$ cat config.mk
export PLATFORM = sky130hd
export DESIGN_NAME = lru_key_value_cache
export DESIGN_NICKNAME = d
export VERILOG_FILES = /design/src/lkv_pkg.sv /design/src/lkv_ctrl.sv /design/src/lkv_dp.sv /design/src/lru_key_value_cache.sv
export SDC_FILE = /design/constraint.sdc
export NUM_CORES = 2
export LEC_CHECK = 0
export BUFFER_PORTS_ARGS = -buffer_cell sky130_fd_sc_hd__buf_4
export CAP_MARGIN = 0
export CORE_ASPECT_RATIO = 1.5
export CORE_MARGIN = 3
export CORE_UTILIZATION = 25
export DETAILED_ROUTE_END_ITERATION = 16
export GPL_ROUTABILITY_DRIVEN = 1
export GPL_TIMING_DRIVEN = 0
export PLACE_DENSITY = 0.43
export SKIP_LAST_GASP = 1
export SYNTH_ARGS = -nofsm -noshare
export SYNTH_HDL_FRONTEND = slang
export SYNTH_SLANG_ARGS = --single-unit
export TNS_END_PERCENT = 30
$ cat constraint.sdc
create_clock -name i_clk -period 9.07 [get_ports i_clk]
set_input_delay 0.907 -clock i_clk [delete_from_list [all_inputs] [get_ports i_clk]]
set_output_delay 0.907 -clock i_clk [all_outputs]
set_load 0.01 [all_outputs]
$ cat src/lkv_pkg.sv
// Shared constants, types and state encoding for the LRU key/value cache.
`timescale 1ns / 1ps

package lkv_pkg;

    localparam int ENTRIES = 16;
    localparam int IDX_W   = $clog2(ENTRIES);
    localparam int CNT_W   = $clog2(ENTRIES + 1);
    localparam int CAP_W   = 5;
    localparam int WORD_W  = 32;

    localparam logic [CAP_W-1:0]  CAP_RESET  = CAP_W'(16);
    localparam logic [WORD_W-1:0] MISS_VALUE = '1;

    localparam logic CMD_GET = 1'b0;
    localparam logic CMD_PUT = 1'b1;

    typedef enum logic [1:0] {
        ST_IDLE,
        ST_SEARCH,
        ST_COMMIT
    } t_state;

    typedef struct packed {
        logic load;
        logic search;
        logic commit;
    } t_ctrl_cmd;

endpackage

$ cat src/lkv_ctrl.sv
// Controller state machine: sequences accept, search and commit of one request.
`timescale 1ns / 1ps

module lkv_ctrl (
    input  logic               i_clk,
    input  logic               i_rst_n,
    input  logic               start,
    output logic               busy,
    output lkv_pkg::t_ctrl_cmd o_cmd
);

    lkv_pkg::t_state r_state;
    lkv_pkg::t_state n_state;

    always_ff @(posedge i_clk) begin
        if (!i_rst_n) begin
            r_state <= lkv_pkg::ST_IDLE;
        end else begin
            r_state <= n_state;
        end
    end

    always_comb begin
        n_state = r_state;
        case (r_state)
            lkv_pkg::ST_IDLE: begin
                if (start) begin
                    n_state = lkv_pkg::ST_SEARCH;
                end
            end
            lkv_pkg::ST_SEARCH: begin
                n_state = lkv_pkg::ST_COMMIT;
            end
            lkv_pkg::ST_COMMIT: begin
                n_state = lkv_pkg::ST_IDLE;
            end
            default: begin
                n_state = lkv_pkg::ST_IDLE;
            end
        endcase
    end

    always_comb begin
        busy         = 1'b1;
        o_cmd.load   = 1'b0;
        o_cmd.search = 1'b0;
        o_cmd.commit = 1'b0;
        case (r_state)
            lkv_pkg::ST_IDLE: begin
                busy       = 1'b0;
                o_cmd.load = start;
            end
            lkv_pkg::ST_SEARCH: begin
                o_cmd.search = 1'b1;
            end
            lkv_pkg::ST_COMMIT: begin
                o_cmd.commit = 1'b1;
            end
            default: begin
                busy = 1'b1;
            end
        endcase
    end

endmodule

$ cat src/lkv_dp.sv
// Datapath: entry store, parallel key match, recency ranks and result registers.
`timescale 1ns / 1ps

module lkv_dp (
    input  logic                              i_clk,
    input  logic                              i_rst_n,
    input  lkv_pkg::t_ctrl_cmd                i_cmd_bus,
    input  logic                              i_cfg_we,
    input  logic [lkv_pkg::CAP_W-1:0]         i_cfg_wdata,
    input  logic                              i_cmd,
    input  logic signed [lkv_pkg::WORD_W-1:0] i_lookup_key,
    input  logic signed [lkv_pkg::WORD_W-1:0] i_write_value,
    output logic                              o_valid,
    output logic                              o_hit,
    output logic signed [lkv_pkg::WORD_W-1:0] o_read_value,
    output logic                              o_evicted,
    output logic signed [lkv_pkg::WORD_W-1:0] o_evicted_key
);

    logic [lkv_pkg::CAP_W-1:0]  r_capacity;
    logic                       r_cmd;
    logic [lkv_pkg::WORD_W-1:0] r_key;
    logic [lkv_pkg::WORD_W-1:0] r_val;

    logic [lkv_pkg::WORD_W-1:0] r_keys   [lkv_pkg::ENTRIES];
    logic [lkv_pkg::WORD_W-1:0] r_values [lkv_pkg::ENTRIES];
    logic [lkv_pkg::ENTRIES-1:0] r_valid;
    logic [lkv_pkg::IDX_W-1:0]  r_rank   [lkv_pkg::ENTRIES];
    logic [lkv_pkg::CNT_W-1:0]  r_count;

    logic                       r_hit;
    logic                       r_evict;
    logic [lkv_pkg::IDX_W-1:0]  r_sel;

    logic                       r_out_valid;
    logic                       r_out_hit;
    logic [lkv_pkg::WORD_W-1:0] r_out_read;
    logic                       r_out_evicted;
    logic [lkv_pkg::WORD_W-1:0] r_out_evk;

    logic [lkv_pkg::CNT_W-1:0]  eff_cap;
    logic                       full;
    logic                       any_match;
    logic [lkv_pkg::IDX_W-1:0]  match_idx;
    logic [lkv_pkg::IDX_W-1:0]  oldest_idx;
    logic [lkv_pkg::IDX_W-1:0]  free_idx;
    logic [lkv_pkg::IDX_W-1:0]  oldest_rank;
    logic [lkv_pkg::IDX_W-1:0]  sel_rank;
    logic [lkv_pkg::ENTRIES-1:0] age_inc;

    always_comb begin
        if (r_capacity == '0) begin
            eff_cap = lkv_pkg::CNT_W'(1);
        end else if (int'(r_capacity) > lkv_pkg::ENTRIES) begin
            eff_cap = lkv_pkg::CNT_W'(lkv_pkg::ENTRIES);
        end else begin
            eff_cap = lkv_pkg::CNT_W'(r_capacity);
        end
    end

    assign full        = (r_count >= eff_cap);
    assign oldest_rank = lkv_pkg::IDX_W'(r_count - lkv_pkg::CNT_W'(1));

    always_comb begin
        any_match  = 1'b0;
        match_idx  = '0;
        oldest_idx = '0;
        free_idx   = '0;
        for (int i = lkv_pkg::ENTRIES - 1; i >= 0; i--) begin
            if (r_valid[i] && (r_keys[i] == r_key)) begin
                any_match = 1'b1;
                match_idx = lkv_pkg::IDX_W'(i);
            end
            if (r_valid[i] && (r_rank[i] == oldest_rank)) begin
                oldest_idx = lkv_pkg::IDX_W'(i);
            end
            if (!r_valid[i]) begin
                free_idx = lkv_pkg::IDX_W'(i);
            end
        end
    end

    assign sel_rank = r_rank[r_sel];

    always_comb begin
        for (int i = 0; i < lkv_pkg::ENTRIES; i++) begin
            age_inc[i] = r_valid[i] && (lkv_pkg::IDX_W'(i) != r_sel)
                         && (!r_hit || (r_rank[i] < sel_rank));
        end
    end

    // control state: valid marks, ranks, occupancy, capacity, result strobe
    always_ff @(posedge i_clk) begin
        if (!i_rst_n) begin
            r_capacity  <= lkv_pkg::CAP_RESET;
            r_valid     <= '0;
            r_count     <= '0;
            r_out_valid <= 1'b0;
            for (int i = 0; i < lkv_pkg::ENTRIES; i++) begin
                r_rank[i] <= '0;
            end
        end else begin
            if (i_cfg_we) begin
                r_capacity <= i_cfg_wdata;
            end
            r_out_valid <= i_cmd_bus.commit;
            if (i_cmd_bus.commit && (r_hit || (r_cmd == lkv_pkg::CMD_PUT))) begin
                for (int i = 0; i < lkv_pkg::ENTRIES; i++) begin
                    if (age_inc[i]) begin
                        r_rank[i] <= r_rank[i] + lkv_pkg::IDX_W'(1);
                    end
                end
                r_rank[r_sel] <= '0;
                if (!r_hit) begin
                    r_valid[r_sel] <= 1'b1;
                    if (!r_evict) begin
                        r_count <= r_count + lkv_pkg::CNT_W'(1);
                    end
                end
            end
        end
    end

    // payload: request word, search results, entry store, result word
    always_ff @(posedge i_clk) begin
        if (i_cmd_bus.load) begin
            r_cmd <= i_cmd;
            r_key <= i_lookup_key;
            r_val <= i_write_value;
        end
        if (i_cmd_bus.search) begin
            r_hit   <= any_match;
            r_evict <= (r_cmd == lkv_pkg::CMD_PUT) && !any_match && full;
            if (any_match) begin
                r_sel <= match_idx;
            end else if (full) begin
                r_sel <= oldest_idx;
            end else begin
                r_sel <= free_idx;
            end
        end
        if (i_cmd_bus.commit) begin
            r_out_hit     <= r_hit;
            r_out_evicted <= r_evict;
            r_out_evk     <= r_evict ? r_keys[r_sel] : '0;
            if (r_cmd == lkv_pkg::CMD_GET) begin
                r_out_read <= r_hit ? r_values[r_sel] : lkv_pkg::MISS_VALUE;
            end else begin
                r_out_read <= '0;
                r_values[r_sel] <= r_val;
                if (!r_hit) begin
                    r_keys[r_sel] <= r_key;
                end
            end
        end
    end

    assign o_valid       = r_out_valid;
    assign o_hit         = r_out_hit;
    assign o_read_value  = r_out_read;
    assign o_evicted     = r_out_evicted;
    assign o_evicted_key = r_out_evk;

endmodule

$ cat src/lru_key_value_cache.sv
// Top level of the LRU key/value cache: controller plus datapath.
`timescale 1ns / 1ps

// A request word is taken when start is high and busy is low; each request
// passes through accept, parallel key search and commit of ranks and entry,
// set by the controller's search and commit steps. Busy stays high until the
// commit is done, so a new word is not taken before the last one is through.
// The result word is registered by the commit step and shows on the o_ ports
// for exactly one cycle, marked by o_valid; it cannot be stalled and must be
// captured in that cycle. Capacity may be written any time the block is idle;
// a value of 0 acts as 1 and values above the entry count act as the entry count.
module lru_key_value_cache (
    input  logic                              i_clk,
    input  logic                              i_rst_n,
    input  logic                              start,
    output logic                              busy,
    input  logic                              i_cfg_we,
    input  logic [lkv_pkg::CAP_W-1:0]         i_cfg_wdata,
    input  logic                              i_cmd,
    input  logic signed [lkv_pkg::WORD_W-1:0] i_lookup_key,
    input  logic signed [lkv_pkg::WORD_W-1:0] i_write_value,
    output logic                              o_valid,
    output logic                              o_hit,
    output logic signed [lkv_pkg::WORD_W-1:0] o_read_value,
    output logic                              o_evicted,
    output logic signed [lkv_pkg::WORD_W-1:0] o_evicted_key
);

    lkv_pkg::t_ctrl_cmd cmd_bus;

    lkv_ctrl u_ctrl (
        .i_clk   (i_clk),
        .i_rst_n (i_rst_n),
        .start   (start),
        .busy    (busy),
        .o_cmd   (cmd_bus)
    );

    lkv_dp u_dp (
        .i_clk         (i_clk),
        .i_rst_n       (i_rst_n),
        .i_cmd_bus     (cmd_bus),
        .i_cfg_we      (i_cfg_we),
        .i_cfg_wdata   (i_cfg_wdata),
        .i_cmd         (i_cmd),
        .i_lookup_key  (i_lookup_key),
        .i_write_value (i_write_value),
        .o_valid       (o_valid),
        .o_hit         (o_hit),
        .o_read_value  (o_read_value),
        .o_evicted     (o_evicted),
        .o_evicted_key (o_evicted_key)
    );

endmodule

; Word-level counts from Yosys, hierarchy flattened
; Memory sizes are Yosys's and may differ from the RTL's. A register that Yosys moved wholly into a read port is not among the register bits.
; Cells that the tools add are included.
[classes]
addsub = 18
n_eq_ne = 50
bitwise = 19
magnitude_cmp = 20
reduce_logical = 93
muxes = 170
[op_table]
columns = op, n
row1 = == test 32 bit, 16
row2 = 2-to-1 mux 4 bit, 68
row3 = 2-to-1 mux 1 bit, 96
row4 = logical AND 1 bit, 68
row5 = "adder 4 x 1 -> 4 bit, second input constant", 16
row6 = == test 4 bit, 16
row7 = < comparator 4 bit, 16
row8 = 2-to-1 mux 32 bit, 1
row9 = "!= test 4 bit, first input constant", 8
row10 = logical OR 1 bit, 17
row11 = "!= test 3 x 4 -> 1 bit, first input constant", 4
row12 = OR 1 bit, 16
row13 = OR 16 bit, 1
row14 = 2-to-1 mux 5 bit, 2
row15 = "!= test 2 x 4 -> 1 bit, first input constant", 2
row16 = "adder 5 x 1 -> 5 bit, second input constant", 1
row17 = >= comparator 5 bit, 1
row18 = "greater-than comparator 5 bit, second input constant", 1
row19 = logical NOT 5 bit, 1
row20 = "< comparator 4 x 5 -> 1 bit, second input constant", 1
row21 = demux 1 bit (select 4 bit), 1
row22 = ">= comparator 4 x 1 -> 1 bit, second input constant", 1
row23 = "!= test 1 x 4 -> 1 bit, first input constant", 1
row24 = case mux 2 bit (2 select lines), 1
row25 = 11 further kinds, 14
[word_totals]
mem_bits_rw = 1088
n_memories = 3
out_inout_bits = 68
wordCells = 387
register_bits = 134
input_bits = 74
[mem_list]
columns = name, depth, width, read_ports, rd_clocked_by_memory_dff, write_ports, line_no
row1 = u_dp.r_keys, 16, 32, 17, 1, 1, lkv_dp.sv:25  ; logic [lkv_pkg::WORD_W-1:0] r_keys [lkv_pkg::ENTRIES];
row2 = u_dp.r_values, 16, 32, 1, 1, 1, lkv_dp.sv:26  ; logic [lkv_pkg::WORD_W-1:0] r_values [lkv_pkg::ENTRIES];
row3 = u_dp.r_rank, 16, 4, 17, 1, 17, lkv_dp.sv:28  ; logic [lkv_pkg::IDX_W-1:0] r_rank [lkv_pkg::ENTRIES];

; Logic depth before layout (Yosys ltp)
[depth]
ltp_word = 22
mapped_depth = 14
mapped_depth_nobuf = 12

; Modules after synthesis
; A second synthesis with hierarchy kept.
[hier_totals]
hier_cells = 3488
area_unflattened_um2 = 57820.5
[modules_own_cells]
columns = mod, seq_area_each_um2, n_inst, cells_each, area_per_inst_um2
row1 = lkv_dp, 36765.3, 1, 3479, 57719.1
row2 = lkv_ctrl, 40.0, 1, 9, 101.3

; Worst setup path after synthesis
; OpenSTA, ideal clock, no wires.
[synth_path]
kind = register to register
start = reg u_ctrl.r_state[1]
end = mem u_dp.r_keys[12][0] in the netlist's numbering (enable)
path_stages_with_launch = 7
setup_ns = 0.423
path_buffers = 2
synth_period_minus_slack_ns = 6.767
arrival_time_ns = 6.344
t_required_ns = 8.647
setup_slack_ns = 2.303
path_cell_list = dfxtp_1 nor2b_1 nand2_1 or2_2 clkbuf_1 clkbuf_1 nor2_1
[synth_lines]
columns = element, line_no
row1 = from (decl), lkv_ctrl.sv:12  ; lkv_pkg::t_state r_state;
row2 = from (signal assigned), lkv_ctrl.sv:17  ; r_state <= lkv_pkg::ST_IDLE;
row3 = from (signal assigned), lkv_ctrl.sv:19  ; r_state <= n_state;
row4 = to (decl), lkv_dp.sv:25

==> results.md <==
- Outcome: finished with violations
- Failing checks: capacitance limit, slew limit
- Fmax: roughly 170 MHz
- DIE AREA: between 200000 and 250000 sq um
- EDFF count, synth: approximately 1200
- DRC viols: 0
- Core Footprint: 229000 sq um
- # IOs: between 100 and 150
- Final net count: slightly below 4000
- Tot GR Track Use: between 20% and 30%
- Max-cap violation count: 2
- First-pass GRT wire length: between 300 and 400 mm
- Largest net degree at the start of global routing: 25
- Drt pass-1 iters: 7
- Post-CTS sizing: 0
- Die Height: 595 um
- Worst setup SP type: flop
- Crit share post-route: about two thirds
- Post-synthesis sequential area ratio: between 60% and 70%
- Async SR Flop Fraction: 0%
- ANT nets after route: 0
- PnR worst setup slack: between 3 and 4 ns
- CTS buffer count: roughly 150
- Worst hold-check path type: in -> reg
- Synth Net Count: 3619
- Die W: about 400 um
- Period minus WS final: ~5.9 ns
- Reg2Reg Setup Slack: roughly 3.2 ns
- CP Data Arrival Time: 6.58 ns
- Endpoint type of the worst setup path: flop
- PwrDens: 193 nW/um^2
- Req. time, crit path: 9.75 ns
- Final Slew Violations: 14
- Worst Hold Slack: around 0.22 ns
- CP max-delay cell: clkbuf_1
- Leak pwr: 0.0217 uW
- Top Family by Delay on Critical Path: buffers and inverters
- Synth top area share: 60.3%
- CP most frequent cell: clkbuf_1
- Util after Layout: 29.8%
- H-tree Lvls: 4
- Worst-Skew Late Latency: roughly 0.86 ns
- Synth Register Bits: around 1300
- Worst Path Max Fanout: 16
- Grt ovf: 0
- Setup Buffers After CTS: 0
- Vias: around 34000
- Worst Skew: 0.126 ns
- I/O Buffers: around 140
- Initial drt markers: roughly 2700
- Non-Filler Instances: 6957
- Buf/Inv on CP: 4
- Cells after Synth: roughly 3500
- Mapped cell area: 57800 sq um
- # clock sinks: around 1300
- Clk root buf: clkbuf_16
- Synth area leader: edfxtp_1
- Worst Max-Slew Pin Slew: around 1.5 ns
- RSZ-0062 raised after global routing: no
- Worst-path clk slew: ~0.060 ns
- IR drop worst, VDD: approximately 0.17 mV
- Hold Fails Final Rpt: 0
- CP max stage delay: about 0.87 ns
- Deepest clock path buffer count: 4
- Max_slew headroom: -4.07%
- Dpl ws: ~3.2 ns
- Synth warn: 0
- Initial antenna violation count: 21
- Initial core utilization: about a quarter
- Crit Path Class: reg -> reg
- Routability cong.: a little under 1
- CTS tree: done
- Routed WL per cell: 34.5 um
- Vias per inst: between 4 and 5
- Final wirelength: 240 mm
- Placed cells: roughly 6700
- Layout cells sized above 1: between 20% and 30%
- Area added between synthesis and finish: 18.1%
- Critical Path, Cell by Cell: clkbuf_1 -> clkbuf_1 -> clkbuf_1 -> mux4_2 -> mux4_2 -> inv_1 -> ha_1 -> a21o_1 -> a21oi_1 -> o21ai_1 -> or3_1 -> a21oi_1
- Avg Inst Size Synth: between 15 and 20 sq um
- Most frequent cells in the layout: edfxtp_1, xor2_1, mux4_2
- Rows: about 220
- Primary FF master, synth: edfxtp_1
- Commonest non-fill, non-tap cell in the layout: edfxtp_1
- Unique masters post-synth: 71
- Top cells by area, synth: edfxtp_1, mux4_2, xor2_1
- Hpwl dp: 186 mm
- Hold_sp: i_write_value[4]
- Vias in the first global route: ~35000
- Hold buffers post-CTS: 0
- Final setup viols: 0
- Fillers: about 23000
- Power, Total: about 13000 uW
[per-stage QoR]
step,setup TNS [ns],area (sq um)
floorplan,0,57800
global placement,-5243.44,62600
detailed placement,0,63700
CTS,0,68200
global route,0,68200
finish,0,68200
[cells in the mapped netlist (18+ instances only)]
library cell / number
o21a_1: 33
dfxtp_1: 97
ha_1: 71
xnor2_1: 179
a21oi_1: 67
nand2b_1: 24
nor3_1: 41
mux4_2: 340
nand3_1: 78
nor4_1: 169
a21o_1: 18
inv_1: 51
nand4_1: 93
nand2_1: 80
edfxtp_1: 1161
and2_1: 42
buf_2: 33
clkbuf_1: 78
buf_4: 27
xor2_1: 432
buf_1: 26
mux2i_1: 20
nor2_1: 123
o21ai_0: 30
[registers in the layout, indices dropped and copies added, names as in the netlist, named ones only]
register	count
u_dp.r_key	32
u_dp.o_evicted_key	32
u_dp.r_keys	512
u_dp.r_rank	64
u_ctrl.r_state	2
u_dp.r_capacity	5
u_dp.r_cmd	1
u_dp.r_count	5
u_dp.r_val	32
u_dp.r_sel	4
u_dp.o_hit	1
u_dp.r_values	512
u_dp.r_evict	1
u_dp.o_evicted	1
u_dp.o_read_value	32
u_dp.r_valid	16
u_dp.o_valid	1
u_dp.r_hit	1
[cell type report]
type                            count  area (sq um)  share of cell area [%]
Multi-Input combinational cell   1984         20100                    29.5
Clock buffer                      183          3830                    5.62
Buffer                            180           952                    1.40
Inverter                           52           195                   0.286
Antenna cell                       16          40.0                  0.0587
Sequential cell                  1258         36800                    53.9
Tap cell                         3038          3800                    5.57
Clock inverter                     64           611                   0.895
Timing Repair Buffer              182          1900                    2.78
[worst paths after layout]
kind | endpoint | cells past startpoint
worst max-delay path | u_dp.r_rank[3][3] | 12
worst min-delay path | u_dp.r_val[4] | 1
worst max register to register | u_dp.r_rank[3][3] | 12
worst min register to register | u_dp.r_capacity[0] | 2
[worst reg2reg max path, delay by kind of cell, from the launching register on]
kind | cells | cell delay, ns
compound gates | 4 | 0.63
fa+ha+maj | 1 | 0.41
buf+inv | 4 | 3.13
flops | 1 | 0.31
mux | 2 | 0.94
simple gates | 1 | 0.38
[per-layer routing]
| layer | GRT usage (%) | vias to the layer above | wire length, um |
|---|---|---|---|
| met5 | 0 | - | 80 |
| met4 | 15.9 | 12 | 23300 |
| met3 | 3.15 | 496 | 10800 |
| met2 | 35.9 | 1170 | 125000 |
| met1 | 20.6 | 17700 | 81200 |
| li1 | - | 14400 | - |
[cell families (layout without fill, tap and decap cells)]
family                     Yosys count  after routing  synth area share [%]
muxes                              361            361                  13.6
buffers and inverters              232            661                  1.97
adders and majority gates           71             71                  1.54
and+or+nand+nor                    735            735                  7.09
other                                0             16                     0
xor gates and xnor gates           628            628                  9.94
DFF                               1258           1258                  63.7
AOI/OAI and AO/OA                  189            189                  2.15
[power by group]
part	internal, uW	total [uW]	switching (uW)
Clock	3270	5740	2470
Combinational	304	944	640
Sequential	6390	6480	99.1
Total	9960	13200	3210
(Power assumes the default switching activity.)
